### src/design/gcwq_pkg.sv
// Shared constants, codes and scan-order functions for the grid cell window query block.
`timescale 1ns / 1ps
`default_nettype none

package gcwq_pkg;

  localparam int DEF_MAX_COLS = 64;
  localparam int DEF_MAX_ROWS = 64;

  localparam int COORD_W = 16;
  localparam int HEIGHT_W = 16;
  localparam int CELL_W = 17;
  localparam int DIFF_W = 17;
  localparam int SIZE_W = 7;
  localparam int WIN = 3;
  localparam int NPOS = 9;

  localparam logic [3:0] CENTRE_POS = 4'd4;
  localparam logic [3:0] LAST_STEP = 4'd8;

  localparam logic CMD_WRITE = 1'b0;
  localparam logic CMD_QUERY = 1'b1;

  localparam logic STATUS_OK = 1'b0;
  localparam logic STATUS_OOB = 1'b1;

  localparam logic REG_MAP_WIDTH = 1'b0;
  localparam logic REG_MAP_HEIGHT = 1'b1;

  // The centre is read first so that its height is known for every neighbor.
  function automatic logic [3:0] scan_pos(input logic [3:0] step);
    logic [3:0] pos;
    case (step)
      4'd0: pos = CENTRE_POS;
      4'd1: pos = 4'd0;
      4'd2: pos = 4'd1;
      4'd3: pos = 4'd2;
      4'd4: pos = 4'd3;
      4'd5: pos = 4'd5;
      4'd6: pos = 4'd6;
      4'd7: pos = 4'd7;
      4'd8: pos = 4'd8;
      default: pos = CENTRE_POS;
    endcase
    return pos;
  endfunction

  function automatic logic signed [1:0] pos_dx(input logic [3:0] pos);
    logic signed [1:0] d;
    case (pos)
      4'd0, 4'd3, 4'd6: d = -2'sd1;
      4'd2, 4'd5, 4'd8: d = 2'sd1;
      default: d = 2'sd0;
    endcase
    return d;
  endfunction

  function automatic logic signed [1:0] pos_dy(input logic [3:0] pos);
    logic signed [1:0] d;
    case (pos)
      4'd0, 4'd1, 4'd2: d = -2'sd1;
      4'd6, 4'd7, 4'd8: d = 2'sd1;
      default: d = 2'sd0;
    endcase
    return d;
  endfunction

endpackage

`default_nettype wire

### src/design/gcwq_addr.sv
// Grid bounds check and cell address for one coordinate pair.
`timescale 1ns / 1ps
`default_nettype none

module gcwq_addr #(
  parameter int MAX_COLS = gcwq_pkg::DEF_MAX_COLS,
  parameter int MAX_ROWS = gcwq_pkg::DEF_MAX_ROWS,
  localparam int DEPTH = MAX_COLS * MAX_ROWS,
  localparam int AW = (DEPTH > 1) ? $clog2(DEPTH) : 1
) (
  input  wire logic        [gcwq_pkg::SIZE_W-1:0]  map_width,
  input  wire logic        [gcwq_pkg::SIZE_W-1:0]  map_height,
  input  wire logic signed [gcwq_pkg::COORD_W:0]   cx,
  input  wire logic signed [gcwq_pkg::COORD_W:0]   cy,
  output logic                                     in_grid,
  output logic             [AW-1:0]                addr
);

  logic [gcwq_pkg::COORD_W-1:0] width_ext;
  logic [gcwq_pkg::COORD_W-1:0] height_ext;
  logic [gcwq_pkg::COORD_W-1:0] rows_lim;
  logic [gcwq_pkg::COORD_W-1:0] cols_lim;
  logic [AW-1:0] row_a;
  logic [AW-1:0] col_a;

  always_comb begin
    width_ext = gcwq_pkg::COORD_W'(map_width);
    height_ext = gcwq_pkg::COORD_W'(map_height);
    rows_lim = (height_ext > gcwq_pkg::COORD_W'(MAX_ROWS)) ?
               gcwq_pkg::COORD_W'(MAX_ROWS) : height_ext;
    if (rows_lim == '0) begin
      cols_lim = '0;
    end else if (width_ext > gcwq_pkg::COORD_W'(MAX_COLS)) begin
      cols_lim = gcwq_pkg::COORD_W'(MAX_COLS);
    end else begin
      cols_lim = width_ext;
    end
    in_grid = !cx[gcwq_pkg::COORD_W] && !cy[gcwq_pkg::COORD_W] &&
              (cx[gcwq_pkg::COORD_W-1:0] < cols_lim) &&
              (cy[gcwq_pkg::COORD_W-1:0] < rows_lim);
    row_a = AW'(cy[gcwq_pkg::COORD_W-1:0]);
    col_a = AW'(cx[gcwq_pkg::COORD_W-1:0]);
    addr = in_grid ? AW'(row_a * AW'(MAX_COLS)) + col_a : '0;
  end

endmodule

`default_nettype wire

### config.mk
export PLATFORM = sky130hd
export DESIGN_NAME = gcwq_addr
export DESIGN_NICKNAME = d
export VERILOG_FILES = /design/src/design/gcwq_pkg.sv /design/src/design/gcwq_addr.sv
export SDC_FILE = /design/constraint.sdc
export NUM_CORES = 1
export LEC_CHECK = 0
export BUFFER_PORTS_ARGS = -buffer_cell sky130_fd_sc_hd__buf_4
export CORE_MARGIN = 2
export CORE_UTILIZATION = 40
export DETAILED_ROUTE_END_ITERATION = 12
export GPL_TIMING_DRIVEN = 0
export PLACE_DENSITY = 0.85
export SLEW_MARGIN = 25
export SYNTH_ARGS = -nofsm -noshare
export SYNTH_HDL_FRONTEND = slang
export SYNTH_SLANG_ARGS = --single-unit
### constraint.sdc
create_clock -name vclk -period 2.8
set_clock_uncertainty 0.2 [all_clocks]
set_input_delay 0.28 -clock vclk [all_inputs]
set_output_delay 0.28 -clock vclk [all_outputs]
set_load 0.01 [all_outputs]
### After elaboration in Yosys (flattened, before gate mapping)

Cells that the tools add are included.

| cells by class | value |
|---|---|
| add/subtract/negate cells | 1 |
| $lt $le $gt $ge | 4 |
| mux-type cells | 4 |
| reduce and logical (&&, ||, !) cells | 6 |

Operators with widths:

| kind | count |
|---|---|
| $mux 7 | 3 |
| $logic_not 16->1 | 1 |
| $lt 16x16->1 | 1 |
| $lt 16x7->1 | 1 |
| $gt 7x7->1 const B | 2 |
| $add 12x12->12 | 1 |
| $mux 12 | 1 |
| $logic_and 1x1->1 | 3 |
| $logic_not 1->1 | 2 |

| word-level totals | value |
|---|---|
| flip-flop bits (word level) | 0 |
| input port bits | 48 |
| output and inout bits | 13 |

### Depth between registers and ports, before layout

Gate-level depths: netlist (run 1).

| depth | value |
|---|---|
| word-level depth | 8 |
| mapped depth | 10 |
| gate-level depth less buffers | 9 |

### Worst setup path after synthesis (run 1)

OpenSTA, ideal clock, no wires.

| timing | value |
|---|---|
| path type | in2out |
| from | input map_height[3] (netlist bit) |
| to | output addr[10] |
| data arrival time | 1.913 ns |
| data required time | 2.320 ns |
| setup slack | 0.407 ns |
| cell stages on the path | 10 |
| buffers on the path | 1 |
| cells stage by stage | nor4_2 a21oi_2 nand2_1 ha_1 nand4b_1 o211ai_1 nor3_1 nand4_2 buf_6 nor2_1 |

| on the way | value |
|---|---|
| word-level cells in the longest chain between the ends | 8 |
| elaborated cells on any way between the ends | 9 |
| classes of those cells | order compare (3); mux (3); reduce/logical (3) |

RTL lines:

| element | line | RTL |
|---|---|---|
| start, declared | gcwq_addr.sv:12 | `input wire logic [gcwq_pkg::SIZE_W-1:0] map_height,` |
| $gt 7x7->1 | gcwq_addr.sv:29 | `rows_lim = (height_ext > gcwq_pkg::COORD_W'(MAX_ROWS)) ?` |
| $mux 7 * | gcwq_addr.sv:29 |  |
| $logic_not 16->1 | gcwq_addr.sv:31 | `if (rows_lim == '0) begin` |
| $mux 7 | gcwq_addr.sv:31 |  |
| $lt 16x16->1 | gcwq_addr.sv:39 | `(cx[gcwq_pkg::COORD_W-1:0] < cols_lim) &&` |
| $logic_and 1x1->1 | gcwq_addr.sv:38 | `in_grid = !cx[gcwq_pkg::COORD_W] && !cy[gcwq_pkg::COORD_W] &&` |
| $logic_and 1x1->1 * | gcwq_addr.sv:39 |  |
| $mux 12 * | gcwq_addr.sv:43 | `addr = in_grid ? AW'(row_a * AW'(MAX_COLS)) + col_a : '0;` |
| end, declared | gcwq_addr.sv:16 | `output logic [AW-1:0] addr` |

Every way passes the cells marked *; elsewhere a longest branch is shown, timed or not.

### Worst setup path in the final report (run 1)

| timing | value |
|---|---|
| from | input map_height[6] (netlist bit) |
| to | output addr[7] |

Same word-level chain as after synthesis.

==> results of run 1 <==
stage by stage:
stage               instance area [µm²]  power [mW]
floorplan                           663      0.0631
global placement                   1140       0.131
detailed placement                 1140       0.135
CTS                                1140       0.136
global route                       1330       0.180
finish                             1330       0.163
synthesized netlist by cell type (2+ instances only):
cell type	number	area [µm²]
a21oi_1	5	25.0
and4b_1	2	20.0
ha_1	17	213
inv_1	11	41.3
nand2_1	14	52.6
nor2_1	15	56.3
nor3_1	2	10.0
nor4_1	5	31.3
o211ai_1	4	30.0
o21ai_0	2	10.0
xnor2_1	3	26.3
xor2_1	2	17.5
power groups by stage:
stage	sequential, mW	clock, mW	combinational [mW]
global route	0	0	0.180
CTS	0	0	0.136
detailed placement	0	0	0.135
global placement	0	0	0.131
floorplan	0	0	0.0631
finish	0	0	0.163
routing by layer:
metal,GRT usage (%),up-vias,routed length [µm]
li1,-,471,-
met1,26.8,465,985
met2,44.1,45,1530
met3,2.40,9,172
met4,1.21,0,80
met5,0,-,0
area by class of cell:
cell class	count	area share (%)
inverter	11	3.11
tap	16	1.51
timing repair buffer	64	39.6
multi-input combinational	83	54.7
buffer	1	1.13
final timing paths:
path,from,endpoint,slack (ns),depth (start not counted)
hold / removal,cx[2],addr[2],0.69,4
setup / recovery,map_height[6],addr[7],0.02,12
kinds of logic after synthesis:
logic type / share of synthesized area (%)
buf+inv: 7.92
simple gates: 35.5
xor+xnor: 6.60
fa+ha+maj: 35.1
compound gates: 14.9
repair_timing:
item,in CTS,in global routing
endpoints found under the setup margin,0,10
resized for setup,0,41
setup buffers,0,2
tightest hold or removal path: cells and delay by family:
| kind | cells | cell delay, ns |
|---|---|---|
| and+or+nand+nor | 1 | 0.09 |
| buffers and inverters | 3 | 0.24 |
==> summary.txt, run 1 <==
Placed design
  • Dpl ws: 0.00923 ns
  • GPL Wtd Cong: 0.755
  • Placed Instances: 172
  • Dpl hpwl: 1960 µm
  • Port-buffer cells: 61

Layout
  • Most frequent cells in the layout: buf_4 (53), ha_1 (16), nand2_1 (13), inv_1 (11), buf_6 (10)
  • Core Util, Final: 87.1%
  • Ratio of cells with drive above 1 in the final layout: 53.5%
  • Non-filler instance count after layout: 175
  • Multi-input gate area: 726 µm²
  • Filler cells: 85
  • Layout clock buffers: 0
  • Register cell area after layout: 0 µm²
  • Layout Nets: 227
  • P&R area growth vs syn: 100%
  • Sequential cell count: 0
  • Antenna diodes: 0
  • Most common cell after layout, fill and taps aside: buf_4

Pwr
  • Comb pwr share: 100.0%
  • Register share of total power: 0%
  • Sw Ratio: 47.1%
  • NetSw: 76.9 µW
  • P_leak: 0.686 nW
  • VDD IR max: 106 µV
  • Internal power: 86.5 µW
  • Clk pwr share: 0%
  • Power Density: 123 mW/mm²

Clock network
  • Hold-fix buffers, CTS: 0

Floorplanning
  • Die area: 0.00200 mm²
  • I/O pin cnt: 61
  • Initial core utilization: 43.5%
  • Core box area: 0.00152 mm²
  • Cell row count: 14
  • Die W: 44.7 µm
  • Die Ht: 44.7 µm

STA
  • Slew @ Worst Pin: 0.318 ns
  • Hold Slack: 0.687 ns
  • Max frequency: 0.360 GHz
  • Setup violators final: 0
  • Crit path time final: 2.78 ns
  • RSZ-0062 raised after global routing: true
  • Fin. Hold Viols: 0
  • Max-slew violation count: 0
  • TNS Setup: 0 ns
  • Max-slew headroom: 78.5%
  • Fin crit share: 99.1%
  • Worst setup margin: 0.0246 ns

Detailed routing
  • First-pass DRT Iterations: 4
  • Wire per inst: 15.8 µm
  • Vias per cell: 5.66
  • DRT iter0 DRCs: 15
  • DRT Wirelength: 2770 µm
  • Number of nets with antenna violations after routing: 0
  • Residual DRC: 0
  • Vias after detailed routing: 990

Global routing
  • Overflow after GRT: 0
  • Largest net degree at the start of global routing: 11
  • GRT Overall Usage: 22.4%
  • Vias in the first global route: 905
  • First-pass GRT wire length: 3500 µm
  • Initial antenna violation count: 0

Run
  • Total of max-cap violations: 0

Worst setup path
  • Worst-path cell chain: buf_8 -> nor4_4 -> a21oi_4 -> buf_4 -> nand2_1 -> ha_1 -> o211ai_1 -> a311o_1 -> nand4_2 -> buf_8 -> nor2_4 -> buf_6
  • Worst Path Required: 2.32 ns
  • CP Launch Type: input pin
  • Crit path max fanout: 5
  • Critical path buffers and inverters: 4
  • Most used cell, CP: buf_8
  • CP top delay family: simple AND/OR/NAND/NOR gates
  • Worst EP arrival: 2.30 ns
  • Kind of critical path: in -> out
  • Slowest stage delay, CP: 0.34 ns
  • Critical Path End Type: output port
  • CP max stage cell: nor4_4

Yosys
  • Mapped Area: 663 µm²
  • Seq/Total Area, Yosys: 0%
  • Post-Synthesis Cells: 95
  • Yosys cell types: 25
  • Mapped Nets: 161
  • Mapped Avg Cell Area: 6.98 µm²
  • Yosys warns: 0

Min path
  • Worst min path class: in -> out

Outcome
  • Status: complete, no violations
(Power assumes the default switching activity.)
==> run 2: changes to the inputs <==
--- a/config.mk
+++ b/config.mk
@@ -9,7 +9,6 @@
 export CORE_MARGIN = 2
 export CORE_UTILIZATION = 40
 export DETAILED_ROUTE_END_ITERATION = 12
-export GPL_TIMING_DRIVEN = 0
 export PLACE_DENSITY = 0.85
 export SLEW_MARGIN = 25
 export SYNTH_ARGS = -nofsm -noshare
==> constraint.sdc (replaced) <==
create_clock -name vclk -period 2.65
set_clock_uncertainty 0.2 [all_clocks]
set_input_delay 0.265 -clock vclk [all_inputs]
set_output_delay 0.265 -clock vclk [all_outputs]
set_load 0.01 [all_outputs]
==> summary.txt, run 2 (same netlist as run 1, synthesis figures left out) <==
Pwr
  • Internal power: 96.5 µW (+12%)
  • VDD IR max: 92.5 µV (-13%)
  • Sw Ratio: 48.4% (+1.4 points)
  • Final Power: 187 µW (+14%)
  • Power Density: 140 mW/mm² (+14%)
  • Register share of total power: 0% (unchanged)
  • NetSw: 90.6 µW (+18%)
  • Clk pwr share: 0% (unchanged)
  • P_leak: 0.669 nW (-2.5%)
  • Comb pwr share: 100.0% (about the same)

Detailed routing
  • Number of nets with antenna violations after routing: 0 (unchanged)
  • Wire per inst: 17.8 µm (+13%)
  • First-pass DRT Iterations: 4 (unchanged)
  • Vias after detailed routing: 1032 (+4.2%)
  • Vias per cell: 5.83 (+3.1%)
  • Residual DRC: 0 (unchanged)
  • DRT iter0 DRCs: 30 (+15)
  • DRT Wirelength: 3150 µm (+14%)

Global routing
  • First-pass GRT wire length: 3480 µm (-0.60%)
  • Initial antenna violation count: 0 (unchanged)
  • Largest net degree at the start of global routing: 8 (-3)
  • Vias in the first global route: 893 (-1.3%)
  • Overflow after GRT: 0 (unchanged)
  • GRT Overall Usage: 22.4% (unchanged)

Layout
  • Register cell area after layout: 0 µm² (unchanged)
  • Most frequent cells in the layout: buf_4 (55), ha_1 (15), nand2_1 (12), inv_1 (11), buf_6 (10)
  • Ratio of cells with drive above 1 in the final layout: 52.8% (-0.66 points)
  • Non-filler instance count after layout: 177 (+1.1%)
  • Sequential cell count: 0 (unchanged)
  • Layout Nets: 229 (+0.88%)
  • Antenna diodes: 0 (unchanged)
  • Most common cell after layout, fill and taps aside: buf_4
  • Layout clock buffers: 0 (unchanged)
  • P&R area growth vs syn: 102%

STA
  • Slew @ Worst Pin: 0.332 ns (+0.0146 ns)
  • Fin. Hold Viols: 0 (unchanged)
  • TNS Setup: -1.91 ns (-1.91 ns)
  • Max-slew headroom: 77.8% (-0.75 points)
  • Fin crit share: 107%
  • Worst setup margin: -0.195 ns (-0.220 ns)
  • Setup violators final: 13 (+13)
  • RSZ-0062 raised after global routing: true
  • Crit path time final: 2.85 ns
  • Max frequency: 0.351 GHz
  • Max-slew violation count: 0 (unchanged)

Run
  • Total of max-cap violations: 0 (unchanged)

Placed design
  • Dpl ws: 0.0130 ns (+0.00380 ns)
  • Port-buffer cells: 61 (unchanged)
  • Dpl hpwl: 2030 µm (+3.5%)
  • GPL Wtd Cong: 0.776 (+2.8%)
  • Placed Instances: 174 (+1.2%)

Outcome
  • Status: complete, but fails checks
  • Failing checks: setup timing

Worst setup path
  • Worst Path Required: 2.18 ns (-0.14 ns)
  • CP max stage cell: nor4_4
  • CP Launch Type: input pin
  • Critical path buffers and inverters: 4 (unchanged)
  • Worst-path cell chain: buf_8 -> nor4_4 -> a21oi_4 -> buf_6 -> nand2_1 -> ha_1 -> o211ai_1 -> a311o_1 -> nand4_2 -> buf_6 -> nor2_1 -> buf_4
  • Critical Path End Type: output port
  • Worst EP arrival: 2.38 ns (+0.08 ns)
  • CP top delay family: simple AND/OR/NAND/NOR gates
  • Crit path max fanout: 7 (+2)
  • Most used cell, CP: buf_6
  • Slowest stage delay, CP: 0.36 ns (+0.02 ns)
  • Kind of critical path: in -> out
  • Stages on worst setup path: 12 (unchanged)

Floorplanning
  • I/O pin cnt: 61 (unchanged)
  • Initial core utilization: 43.5% (unchanged)
  • Die W: 44.7 µm (unchanged)
  • Cell row count: 14 (unchanged)
  • Die Ht: 44.7 µm (unchanged)
  • Die area: 0.00200 mm² (unchanged)
  • Core box area: 0.00152 mm² (unchanged)

Min path
  • Worst min path class: in -> out
  • Worst Hold Path Cells: 4 (unchanged)
[run 2: final timing paths]
path                      start      end  slack (ns)
setup / recovery  map_height[6]  addr[5]       -0.20
hold / removal            cx[0]  addr[0]        0.65
[run 2: repair_timing]
item / 4_1_cts / 5_1_grt
buffers inserted: 0 / 3
gates resized for setup: 0 / 37
hold buffers: 0 / 0
setup endpoints to repair: 0 / 13
[run 2: power groups by stage]
stage	logic, mW	clock network (mW)	registers, mW
after floorplan	0.0667	0	0
after global placement	0.140	0	0
after detailed placement	0.147	0	0
after CTS	0.148	0	0
after global routing	0.200	0	0
final	0.187	0	0
[run 2: stage by stage]
step | util, % | cell area [µm²] | hold WS [ns]
after CTS | 75.6 | 1150 | 0.650
final | 87.8 | 1340 | 0.650
after detailed placement | 75.6 | 1150 | 0.648
after global routing | 87.8 | 1340 | 0.661
after global placement | 75.6 | 1150 | 0.648
after floorplan | - | 663 | 0.417
[run 2: metal layers]
metal / part of all wire [%] / GRT usage [%] / vias to the layer above
li1: - / - / 472
met1: 36 / 26.8 / 481
met2: 54 / 44.6 / 69
met3: 7.6 / 1.20 / 10
met4: 2.4 / 1.82 / 0
met5: 0 / 0 / -
[run 2: area by class of cell]
type | instances | area, µm²
Timing Repair Buffer | 67 | 556
Inverter | 11 | 41.3
Tap cell | 16 | 20.0
Multi-Input combinational cell | 83 | 721
Fill cell | 79 | 186
==> run 3: changes to the inputs <==
--- a/config.mk
+++ b/config.mk
@@ -10,6 +10,7 @@
 export CORE_UTILIZATION = 40
 export DETAILED_ROUTE_END_ITERATION = 12
 export PLACE_DENSITY = 0.85
+export REMOVE_ABC_BUFFERS = 1
 export SLEW_MARGIN = 25
 export SYNTH_ARGS = -nofsm -noshare
 export SYNTH_HDL_FRONTEND = slang
==> summary.txt, run 3 (same netlist as run 1, synthesis figures left out) <==
Placed design
  • Port-buffer cells: 61 (unchanged)
  • Post-DP Area: 0.00115 mm² (unchanged)
  • Dpl hpwl: 1960 µm (-3.3%)
  • GPL Wtd Cong: 0.754 (-2.8%)
  • Dpl ws: -0.00800 ns (-0.0210 ns)

Outcome
  • Failing checks: setup timing
  • Status: complete, but fails checks

Floorplanning
  • Initial core utilization: 43.5% (unchanged)
  • Die area: 0.00200 mm² (unchanged)
  • Core box area: 0.00152 mm² (unchanged)
  • Die W: 44.7 µm (unchanged)
  • Cell row count: 14 (unchanged)
  • Die Ht: 44.7 µm (unchanged)
  • I/O pin cnt: 61 (unchanged)

Detailed routing
  • Vias after detailed routing: 970 (-6.0%)
  • DRT iter0 DRCs: 16 (-47%)
  • Vias per cell: 5.57 (-4.4%)
  • First-pass DRT Iterations: 4 (unchanged)
  • Residual DRC: 0 (unchanged)
  • DRT Wirelength: 2630 µm (-16%)
  • Number of nets with antenna violations after routing: 0 (unchanged)
  • Wire per inst: 15.1 µm (-15%)

STA
  • Max-slew headroom: 70.6% (-7.2 points)
  • Crit path time final: 2.72 ns (-0.124 ns)
  • Slew @ Worst Pin: 0.437 ns (+0.105 ns)
  • Max-slew violation count: 0 (unchanged)
  • Max frequency: 0.367 GHz (+4.5%)
  • Worst setup margin: -0.0716 ns (+0.124 ns)
  • Fin. Hold Viols: 0 (unchanged)
  • Setup violators final: 12 (-1)
  • Fin crit share: 103% (-4.7 points)
  • TNS Setup: -0.325 ns (+1.58 ns)

Global routing
  • Largest net degree at the start of global routing: 8 (unchanged)
  • Initial antenna violation count: 0 (unchanged)
  • Met3 usage in global routing: 1.60% (+0.40 points)
  • Overflow after GRT: 0 (unchanged)
  • Grt met2 use: 40.9% (-3.8 points)
  • Vias in the first global route: 831 (-6.9%)
  • GRT Overall Usage: 21.7% (-0.74 points)
  • First-pass GRT wire length: 3390 µm (-2.4%)
  • Busiest grt layer: met2
  • Met1 global-route usage: 27.8% (+0.97 points)

Min path
  • Worst hold endpoint: addr[0]
  • Hold path startpoint: cx[0]
  • Worst Hold Path Cells: 4 (unchanged)
  • Worst min path class: in -> out

Layout
  • Layout Nets: 226 (-1.3%)
  • Most frequent cells in the layout: buf_4 (60), ha_1 (15), nand2_1 (12), inv_1 (11), nor2_2 (9)
  • Ratio of cells with drive above 1 in the final layout: 53.2% (+0.37 points)
  • Most common cell after layout, fill and taps aside: buf_4
  • Layout clock buffers: 0 (unchanged)
  • Antenna diodes: 0 (unchanged)
  • Sequential cell count: 0 (unchanged)
  • Register cell area after layout: 0 µm² (unchanged)
  • Final non-filler cell area: 0.00126 mm² (-6.1%)
  • Core Util, Final: 82.4% (-5.3 points)
  • P&R area growth vs syn: 89.4%

Pwr
  • Power Density: 134 mW/mm² (-4.1%)
  • P_leak: 0.675 nW (+0.90%)
  • Internal power: 91.9 µW (-4.8%)
  • Sw Ratio: 45.4% (-3.0 points)
  • Comb pwr share: 100.0% (about the same)
  • Register share of total power: 0% (unchanged)
  • Clk pwr share: 0% (unchanged)
  • VDD IR max: 98.1 µV (+6.1%)
  • NetSw: 76.5 µW (-16%)

Worst setup path
  • CP top delay family: simple AND/OR/NAND/NOR gates
  • Slowest stage delay, CP: 0.34 ns (-0.02 ns)
  • CP max stage cell: nor4_4
  • Critical Path End Type: output port
  • Crit path max fanout: 6 (-1)
  • Worst EP arrival: 2.26 ns (-0.12 ns)
  • Kind of critical path: in -> out
  • Most used cell, CP: buf_4
  • Worst-path cell chain: buf_4 -> nor4_4 -> a21oi_4 -> nand2_1 -> ha_1 -> nand4b_1 -> o211ai_1 -> nor3_2 -> nand4_2 -> buf_6 -> nor2_2 -> buf_4
  • Worst Path Required: 2.18 ns (about the same)
  • Critical path buffers and inverters: 3 (-1)
  • CP Launch Type: input pin

Run
  • Total of max-cap violations: 0 (unchanged)
[run 3: per-layer routing]
metal	wire (µm)	up-vias
met4	97	0
met1	1010	435
met3	173	11
met2	1360	53
li1	-	471
met5	0	-
[run 3: worst max-delay path by stage]
stage,end,startpoint,cells past startpoint,slack (ns)
final,addr[8],map_height[4],12,-0.07
after CTS,addr[11],map_height[1],13,0.05
after detailed placement,addr[2],map_height[3],12,-0.008
after floorplan,addr[10],map_height[3],9,0.28
after global routing,addr[8],map_height[1],13,-0.19
after global placement,addr[11],map_height[3],12,0.06
[run 3: layout make-up]
class / instances / area [µm²]
multi-input cells: 83 / 699
well taps: 16 / 20.0
fillers: 93 / 268
repair buffers: 64 / 495
inverters: 11 / 41.3
[run 3: timing repair]
item / CTS / global route
hold buffers: 0 / 0
gates cloned: 0 / 0
setup endpoints to repair: 3 / 13
buffers inserted: 0 / 0
hold endpoints to repair: 0 / 0
pin swaps: 0 / 11
resized for setup: 1 / 23
[run 3: stage by stage]
stage	hold slack (ns)	std cells	total power, mW
final	0.657	174	0.168
after floorplan	0.417	94	0.0667
after global routing	0.683	174	0.183
after detailed placement	0.649	174	0.146
after global placement	0.649	174	0.141
after CTS	0.650	174	0.149
[run 3: power by group through the flow]
stage,logic (mW),registers [mW],clock network (mW)
6_report,0.168,0,0
5_1_grt,0.183,0,0
4_1_cts,0.149,0,0
3_5_place_dp,0.146,0,0
3_3_place_gp,0.141,0,0
2_1_floorplan,0.0667,0,0
